[src/hw/rtl/tlg_pkg.sv]
// Shared types and constants for the trajectory lookahead goal-distance scorer.
// No dependencies; imported by the controller, datapath and top level.
package tlg_pkg;

  localparam int POS_WIDTH_DEF = 32;
  localparam int TIME_W        = 46;
  localparam int LK_W          = 36;

  localparam logic [TIME_W-1:0] NS_PER_SEC      = 46'd1000000000;
  localparam logic [31:0]       ACT_DIST_RESET  = 32'd9830;
  localparam logic [LK_W-1:0]   LOOKAHEAD_RESET = 36'd500000000;

  // register indexes, byte address is 8 * index
  localparam logic [2:0] REG_GOAL_X    = 3'd0;
  localparam logic [2:0] REG_GOAL_Y    = 3'd1;
  localparam logic [2:0] REG_ROBOT_X   = 3'd2;
  localparam logic [2:0] REG_ROBOT_Y   = 3'd3;
  localparam logic [2:0] REG_ACT_DIST  = 3'd4;
  localparam logic [2:0] REG_LOOKAHEAD = 3'd5;

  typedef enum logic [1:0] {
    ERR_NONE     = 2'd0,
    ERR_MISMATCH = 2'd1,
    ERR_UNTIMED  = 2'd2,
    ERR_TIME     = 2'd3
  } err_t;

  typedef enum logic [2:0] {
    MUL_AX_ACT  = 3'd0,
    MUL_AY_ACT  = 3'd1,
    MUL_ACT_A   = 3'd2,
    MUL_AX_GOAL = 3'd3,
    MUL_AY_GOAL = 3'd4
  } mul_sel_t;

  typedef struct packed {
    logic     load;
    mul_sel_t mul_sel;
    logic     acc_ld;
    logic     acc_add;
    logic     act_latch;
    logic     eval;
    logic     div_step;
    logic     div_fin;
    logic     sq_init;
    logic     sq_step;
    logic     out_load;
  } tlg_cmd_t;

  typedef struct packed {
    logic first_point;
    logic last;
    logic need_div;
    logic div_last;
    logic sq_last;
    logic out_free;
  } tlg_sts_t;

endpackage

[src/hw/rtl/tlg_ctrl.sv]
// Sequencer for the scorer: one-hot state machine issuing datapath commands.
// Depends on tlg_pkg (command and status structs).
module tlg_ctrl (
  input  logic              clk,
  input  logic              rst_n,
  input  logic              in_tvalid,
  output logic              in_tready,
  input  tlg_pkg::tlg_sts_t sts,
  output tlg_pkg::tlg_cmd_t cmd
);
  import tlg_pkg::*;

  typedef enum logic [13:0] {
    S_IDLE  = 14'b00000000000001,
    S_ACT0  = 14'b00000000000010,
    S_ACT1  = 14'b00000000000100,
    S_ACT2  = 14'b00000000001000,
    S_ACT3  = 14'b00000000010000,
    S_EVAL  = 14'b00000000100000,
    S_DIV   = 14'b00000001000000,
    S_DIVF  = 14'b00000010000000,
    S_DIST0 = 14'b00000100000000,
    S_DIST1 = 14'b00001000000000,
    S_DIST2 = 14'b00010000000000,
    S_SQI   = 14'b00100000000000,
    S_SQ    = 14'b01000000000000,
    S_FIN   = 14'b10000000000000
  } state_t;

  state_t state_r, state_nxt;
  logic   accept;

  assign in_tready = (state_r == S_IDLE);
  assign accept    = in_tvalid && in_tready;

  always_comb begin
    state_nxt       = state_r;
    cmd             = '0;
    cmd.mul_sel     = MUL_AX_ACT;
    cmd.load        = accept;
    case (state_r)
      S_IDLE: begin
        if (accept) begin
          state_nxt = sts.first_point ? S_ACT0 : S_EVAL;
        end
      end
      S_ACT0: begin
        cmd.mul_sel = MUL_AX_ACT;
        state_nxt   = S_ACT1;
      end
      S_ACT1: begin
        cmd.mul_sel = MUL_AY_ACT;
        cmd.acc_ld  = 1'b1;
        state_nxt   = S_ACT2;
      end
      S_ACT2: begin
        cmd.mul_sel = MUL_ACT_A;
        cmd.acc_add = 1'b1;
        state_nxt   = S_ACT3;
      end
      S_ACT3: begin
        cmd.act_latch = 1'b1;
        state_nxt     = S_EVAL;
      end
      S_EVAL: begin
        cmd.eval = 1'b1;
        if (sts.need_div) begin
          state_nxt = S_DIV;
        end else if (sts.last) begin
          state_nxt = S_DIST0;
        end else begin
          state_nxt = S_IDLE;
        end
      end
      S_DIV: begin
        cmd.div_step = 1'b1;
        if (sts.div_last) begin
          state_nxt = S_DIVF;
        end
      end
      S_DIVF: begin
        cmd.div_fin = 1'b1;
        state_nxt   = sts.last ? S_DIST0 : S_IDLE;
      end
      S_DIST0: begin
        cmd.mul_sel = MUL_AX_GOAL;
        state_nxt   = S_DIST1;
      end
      S_DIST1: begin
        cmd.mul_sel = MUL_AY_GOAL;
        cmd.acc_ld  = 1'b1;
        state_nxt   = S_DIST2;
      end
      S_DIST2: begin
        cmd.acc_add = 1'b1;
        state_nxt   = S_SQI;
      end
      S_SQI: begin
        cmd.sq_init = 1'b1;
        state_nxt   = S_SQ;
      end
      S_SQ: begin
        cmd.sq_step = 1'b1;
        if (sts.sq_last) begin
          state_nxt = S_FIN;
        end
      end
      S_FIN: begin
        if (sts.out_free) begin
          cmd.out_load = 1'b1;
          state_nxt    = S_IDLE;
        end
      end
      default: begin
        state_nxt = S_IDLE;
      end
    endcase
  end

  always_ff @(posedge clk) begin
    if (!rst_n) begin
      state_r <= S_IDLE;
    end else begin
      state_r <= state_nxt;
    end
  end

`ifndef SYNTH
  a_accept_busy: assert property (@(posedge clk) disable iff (!rst_n)
    accept |=> !in_tready)
    else $error("input taken while a word is still being worked on");

  a_out_free: assert property (@(posedge clk) disable iff (!rst_n)
    cmd.out_load |-> sts.out_free)
    else $error("result loaded over an unread word");

  a_sq_exit: assert property (@(posedge clk) disable iff (!rst_n)
    (cmd.sq_step && sts.sq_last) |=> (state_r == S_FIN))
    else $error("root sequence did not finish into the output stage");

  a_div_exit: assert property (@(posedge clk) disable iff (!rst_n)
    (cmd.div_step && sts.div_last) |=> cmd.div_fin)
    else $error("interpolation result not written after last step");
`endif

endmodule

[config.mk]
export PLATFORM = sky130hd
export DESIGN_NAME = tlg_ctrl
export DESIGN_NICKNAME = d
export VERILOG_FILES = /design/src/hw/rtl/tlg_pkg.sv /design/src/hw/rtl/tlg_ctrl.sv
export SDC_FILE = /design/constraint.sdc
export NUM_CORES = 1
export LEC_CHECK = 0
export ABC_CLOCK_PERIOD_IN_PS = 2200
export BUFFER_PORTS_ARGS = -buffer_cell sky130_fd_sc_hd__buf_2
export CORE_MARGIN = 8
export CORE_UTILIZATION = 25
export DETAILED_ROUTE_END_ITERATION = 6
export PLACE_DENSITY = 0.52
export SETUP_SLACK_MARGIN = 0.3
export SYNTH_ARGS = -nofsm -noshare
export SYNTH_HDL_FRONTEND = slang
export SYNTH_SLANG_ARGS = --single-unit
[constraint.sdc]
create_clock -name clk -period 2.2 [get_ports clk]
set_clock_uncertainty 0.05 [all_clocks]
set_input_delay 0 -clock clk [delete_from_list [all_inputs] [get_ports clk]]
set_output_delay 0 -clock clk [all_outputs]
set_load 0.03 [all_outputs]
==> results of run 1 <==
[power groups by stage]
stage | logic [mW] | registers, mW | clock network (mW)
floorplan | 0.217 | 0.277 | 0
global placement | 0.255 | 0.295 | 0
detailed placement | 0.258 | 0.295 | 0
CTS | 0.283 | 0.292 | 0.267
global route | 0.337 | 0.298 | 0.277
finish | 0.312 | 0.294 | 0.261
[cells in the mapped netlist]
library cell | count | share of area [%]
nand2_1 | 6 | 2.3
nand4_1 | 5 | 3.2
nor4_2 | 1 | 1.3
nand2b_1 | 1 | 0.65
or3_1 | 1 | 0.65
nand3_2 | 1 | 1.0
inv_1 | 4 | 1.6
a31oi_1 | 1 | 0.65
and3_1 | 2 | 1.3
and4_1 | 4 | 3.6
a31o_2 | 1 | 0.91
nand3b_1 | 2 | 1.6
nor3_1 | 13 | 6.7
clkbuf_2 | 1 | 0.52
or4b_2 | 1 | 1.0
nor2b_1 | 1 | 0.65
and2_2 | 1 | 0.78
and2_1 | 2 | 1.3
nor2_2 | 1 | 0.65
a41o_1 | 1 | 1.0
xor2_1 | 3 | 2.7
xnor2_1 | 3 | 2.7
o21ai_0 | 3 | 1.6
nor3b_1 | 1 | 0.78
dfxtp_1 | 14 | 29
o21a_1 | 3 | 2.3
nor4b_1 | 2 | 1.8
o31ai_4 | 1 | 2.2
nor4_4 | 1 | 2.2
nand3_1 | 6 | 3.1
nor2_1 | 12 | 4.7
or4_4 | 1 | 1.2
nor4_1 | 3 | 1.9
a21oi_1 | 2 | 1.0
buf_4 | 4 | 3.1
o22a_1 | 1 | 0.91
nor3_2 | 2 | 2.1
buf_6 | 2 | 2.3
o31a_1 | 1 | 0.91
clkbuf_4 | 1 | 0.78
o21bai_2 | 1 | 1.2
[timing repair]
item	4_1_cts	5_1_grt
hold endpoints to repair	5	0
buffers inserted	2	2
hold buffers	5	0
gates resized for setup	8	18
pin swaps	2	5
setup endpoints to repair	17	16
[per-stage QoR]
step	worst slack, ns	area, sq um	hold slack (ns)	std cells
after detailed placement	0.160	1160	0.205	187
final	0.331	1370	0.0172	200
after global placement	0.201	1160	0.200	187
after CTS	0.247	1300	0.0146	198
after global routing	0.203	1370	0.0244	200
after floorplan	0.286	993	0.0638	117
[worst max-delay path, stage by stage, from the launching register on]
cell and delay [ns]:
dfxtp_4 0.38, nor4_4 0.26, buf_4 0.18, nand3_2 0.09
buf_4 0.17, nor4_4 0.17, a31o_2 0.16, buf_4 0.15
[metal layers]
layer / vias up / wire, um / global-route usage, %
met3: 5 / 89 / 1.94
met5: - / 0 / 0
met2: 22 / 1330 / 14.3
met4: 0 / 30 / 2.78
li1: 504 / - / -
met1: 460 / 1390 / 11.8
[cell families after synthesis]
family	share of synthesized area [%]
buffers and inverters	8.29
AOI/OAI and AO/OA	12.7
DFF	29.0
xor gates and xnor gates	5.44
and+or+nand+nor	44.6
[how the worst max path moves through the flow]
stage / cells past startpoint / slack [ns] / from / endpoint
after floorplan: 8 / 0.29 / state_r[3] / state_r[11]
after global placement: 5 / 0.20 / state_r[2] / state_r[0]
after detailed placement: 4 / 0.16 / state_r[0] / state_r[2]
after CTS: 7 / 0.25 / state_r[5] / cmd[8]
after global routing: 7 / 0.20 / state_r[4] / cmd[8]
final: 7 / 0.33 / state_r[4] / cmd[8]
[final cells by class]
class                   count  area [sq um]
well taps                  48          60.1
fillers                   395          2320
repair buffers             39           259
flip-flops and latches     14           298
inverters                   4          15.0
clock buffers               4          55.1
multi-input cells          91           686
==> impl_metrics.json, run 1 <==
{
  "cp-end-kind": "output pin",
  "cts_root_buf": "clkbuf_8",
  "antenna_found_initial": 0,
  "clk_pin_slew_ns": 0.07,
  "die_height_um": 78.2,
  "fin_crit_ns": 1.87,
  "die_area_sq_um": 6110,
  "p_leak_nw": 0.571,
  "largest_register_ff_count": 14,
  "core.rowCount": 22,
  "rrSetupSlack_ns": 0.37,
  "ys_seq_elements": 14,
  "fin_crit_sh_pct": 84.9,
  "syn_area_sq_um": 966,
  "power.density_nw_per_um2": 632,
  "yosysSeqAreaShare_pct": 29.0,
  "dpl.hpwl_mm": 2.19,
  "drive_gt1_share_pct": 46.1,
  "setup.worst_path.class": "flop to output pin",
  "synthToLayoutAreaGrowth_pct": 42.1,
  "wire_per_inst_um": 14.2,
  "grt_pass1_wl_mm": 4.49,
  "fmax_ghz": 0.535,
  "gp_congestion": 0.813,
  "synth_cell_types": 41,
  "synth_warnings": 0,
  "power_frac_seq_pct": 33.9,
  "cts_tree": "yes",
  "clock-sinks": 14,
  "timing.rr.end": "state_r[0]",
  "hold_path.class": "input pin to flop",
  "wirelength_mm": 2.84,
  "cts_max_level": 1,
  "regMostFlops": "state_r",
  "drtPass1Iterations": 4,
  "cts_made_buffers": 3,
  "antenna_cells": 0,
  "io_buffers": 22,
  "viasPerCell": 4.96,
  "critPathLaunchType": "flop",
  "status": "finished, final reports clean",
  "vias": 991,
  "critPathArrivalTime_ns": 1.82,
  "design.core.area_sq_um": 3690,
  "grt_max_degree": 10,
  "dr.first_iter.drc_count": 30,
  "clk-insertion-delay-late_ns": 0.25,
  "io_pins": 23,
  "drv_cap": 0,
  "grt_pass1_vias": 995,
  "fin_util_pct": 37.2,
  "r2r_start": "state_r[1]",
  "slew_headroom_pct": 75.6,
  "hold_depth": 3,
  "final_cell_mix": "20 x buf_2, 13 x buf_4, 10 x nor2_1, 10 x nor3_1, 8 x dfxtp_2",
  "syn_area_per_cell_sq_um": 8.26,
  "p_int_mw": 0.573,
  "min_to": "state_r[12]",
  "tns_ns": 0,
  "worst_pin_slew_ns": 0.365,
  "min_from": "sts[1]",
  "ant_nets": 0,
  "p_switching_mw": 0.294,
  "pwr-share-comb_pct": 36.0,
  "required_ns": 2.15,
  "grtUsageTotal_pct": 8.99,
  "path_max_fanout": 9,
  "synth_fp_nets": 126,
  "grt_overflow": 0,
  "nets": 162,
  "switching_share_pct": 33.9,
  "top_regs": "state_r x14",
  "post-route-drc-count": 0,
  "synthCells": 117,
  "finalPower_mw": 0.868,
  "start_util_pct": 26.2,
  "reg2regPathDepth": 6,
  "rsz0062_at_grt": "yes",
  "vdd_ir_drop_max_mv": 0.336,
  "die_w_um": 78.2,
  "power.share.clock_pct": 30.1,
  "hold_violations": 0,
  "slew_viol_final": 0,
  "setup_violations": 0,
  "ctsLongestPathBuffers": 2,
  "final_common_cell": "buf_2"
}
Note: power is estimated with default switching activity, not from simulation.
==> run 2, diff against run 1 <==
ABC_AREA = 1   (was default)
ABC_CLOCK_PERIOD_IN_PS = 1580   (was 2200)
PLACE_DENSITY = 0.54   (was 0.52)
clock period = 1.58 ns   (was 2.2 ns; I/O delays follow)
==> run 2 against run 1 <==
Effect of this change: highest routed layer unchanged; via count up 13%; the flow now finishes with violations (setup timing); flip-flop and latch count stayed put; final area rose by 31%.
==> impl_metrics.json, run 2 <==
{
  "syn_area_per_cell_sq_um": 6.34,
  "violations": "setup timing",
  "yosys.area_share.simple_pct": 48.8,
  "critPathArrivalTime_ns": 1.56,
  "grt_overflow": 0,
  "async_flop_share_pct": 0,
  "yosysSeqAreaShare_pct": 28.7,
  "syn_area_sq_um": 976,
  "io_buffers": 22,
  "largest_register_ff_count": 14,
  "final_cell_mix": "25 x buf_4, 22 x inv_1, 22 x nand2_1",
  "cts_made_buffers": 3,
  "dpl.cell_count": 231,
  "grt_pass1_vias": 1070,
  "nets": 222,
  "wire_per_inst_um": 12.3,
  "top_regs": "state_r x14",
  "fin_util_pct": 48.4,
  "clk-insertion-delay-late_ns": 0.25,
  "fin_crit_sh_pct": 102,
  "cp_top_family": "simple AND/OR/NAND/NOR gates",
  "gp_congestion": 0.812,
  "worst_path_largest_cell_delay_ns": 0.36,
  "viasPerCell": 4.31,
  "post-route-drc-count": 0,
  "path_buf_inv": 3,
  "ant_nets": 0,
  "fin_crit_ns": 1.61,
  "power.share.clock_pct": 16.2,
  "synth-compound-area-share_pct": 6.28,
  "io_pins": 23,
  "p_int_mw": 1.24,
  "synth-xor-area-share_pct": 0,
  "crit_path_frequent_cell": "buf_4",
  "slew_viol_final": 0,
  "ctsLongestPathBuffers": 2,
  "required_ns": 1.53,
  "die_w_um": 78.5,
  "drtPass1Iterations": 4,
  "finalWorstSetupSlack_ns": -0.0302,
  "rsz0062_at_grt": "yes",
  "cts_max_level": 1,
  "setup_violations": 1,
  "status": "finished, violations left",
  "vias": 1120,
  "grt_max_degree": 13,
  "path_max_fanout": 4,
  "synthToLayoutAreaGrowth_pct": 84.4,
  "post-place-ws_ns": 0.0258,
  "synth_warnings": 0,
  "wirelength_mm": 3.20,
  "stdcell_count": 260,
  "synth_cell_types": 23,
  "design.core.area_sq_um": 3720,
  "vdd_ir_drop_max_mv": 0.444,
  "regMostFlops": "state_r",
  "slew_headroom_pct": 76.0,
  "synth_top_area_share_pct": 28.7,
  "pwr-share-comb_pct": 63.5,
  "yosysTopAreaCell": "dfxtp_1",
  "synth_commonest_cells": "32 x inv_1, 32 x nand2_1, 19 x nor2_1",
  "nFillCells": 368,
  "dr.first_iter.drc_count": 49,
  "die_area_sq_um": 6160,
  "cts_root_buf": "clkbuf_8",
  "clock-sinks": 14,
  "grt_pass1_wl_mm": 4.89,
  "core.rowCount": 22,
  "synth_fp_nets": 163,
  "p_leak_nw": 0.912,
  "whs_ns": 0.0471,
  "clk_pin_slew_ns": 0.06,
  "drv_cap": 0,
  "p_switching_mw": 0.938,
  "ys.flop_type": "dfxtp_1",
  "antenna_found_initial": 0,
  "drive_gt1_share_pct": 60.4,
  "finalPower_mw": 2.18,
  "setup.worst_path.class": "flop to output pin",
  "hold_path.class": "input pin to flop",
  "dpl.hpwl_mm": 2.14,
  "synthCells": 154,
  "synthTopCellsByArea": "dfxtp_1 29%, inv_1 12%, nand2_1 12%",
  "switching_share_pct": 43.1,
  "final_common_cell": "buf_4",
  "critPathLaunchType": "flop",
  "hold_violations": 0,
  "power.density_nw_per_um2": 1210,
  "grtUsageTotal_pct": 9.96,
  "power_frac_seq_pct": 20.2,
  "synthAdderAreaFrac_pct": 0,
  "synth_top_family_by_area": "simple AND/OR/NAND/NOR gates",
  "fmax_ghz": 0.621,
  "antenna_cells": 0,
  "ys_seq_elements": 14,
  "slowest_stage": "dfxtp_4",
  "cts_tree": "yes",
  "start_util_pct": 26.3,
  "cp-end-kind": "output pin",
  "worst_pin_slew_ns": 0.357,
  "path_cells": "nor2_4, buf_4, nand2_2, buf_4, nor4_4, buf_6",
  "synthMuxAreaShare_pct": 0,
  "synth_edf_count": 0,
  "die_height_um": 78.5
}
==> run 2: worst min-delay path, delay by kind of cell <==
family / cells / cell delay [ns]
buf+inv: 2 / 0.18
simple gates: 1 / 0.04
compound gates: 1 / 0.09
==> run 2: worst paths after layout <==
check / startpoint / to / cells after the start / slack, ns
max reg2reg: state_r[12] / state_r[12] / 8 / 0.03
min: in_tvalid / state_r[0] / 4 / 0.05
max: state_r[12] / cmd[2] / 6 / -0.03
min reg2reg: state_r[12] / state_r[12] / 2 / 0.54
==> run 2: per-layer routing <==
metal	part of all wire [%]	routed length (um)	vias up	global-route usage (%)
li1	-	-	582	-
met1	38	1220	524	9.85
met2	58	1840	12	18.9
met3	3.9	126	2	3.76
met4	0.31	10	0	2.59
met5	0	0	-	0
==> run 2: cells by family (layout without fill, tap and decap cells) <==
group | count (synthesis) | after routing
AOI/OAI and AO/OA | 10 | 10
and+or+nand+nor | 93 | 93
DFF | 14 | 14
buffers and inverters | 37 | 95
==> run 2: timing repair <==
action,in CTS,in global routing
hold buffers,4,0
pin swaps,16,15
endpoints found under the hold margin,3,0
buffers inserted,15,6
gates resized for setup,61,33
setup endpoints to repair,28,28
==> run 2: area by class of cell <==
cell class	instances	area [sq um]	share of cell area, %
multi-input cells	103	748	41.6
repair buffers	58	504	28.0
well taps	48	60.1	3.34
flip-flops and latches	14	299	16.6
inverters	33	133	7.37
clock buffers	4	55.1	3.06
==> run 2: power by group through the flow <==
stage | logic [mW] | clock network [mW] | registers [mW]
floorplan | 0.668 | 0 | 0.425
global placement | 0.928 | 0 | 0.430
detailed placement | 0.924 | 0 | 0.430
CTS | 1.29 | 0.366 | 0.431
global route | 1.48 | 0.380 | 0.443
finish | 1.38 | 0.353 | 0.440
==> run 2: stage by stage <==
step                      instance area, sq um  TNS, ns
after floorplan                           1040        0
after global placement                    1250        0
after detailed placement                  1250        0
after CTS                                 1660  -0.0125
after global routing                      1800   -0.559
final                                     1800  -0.0302
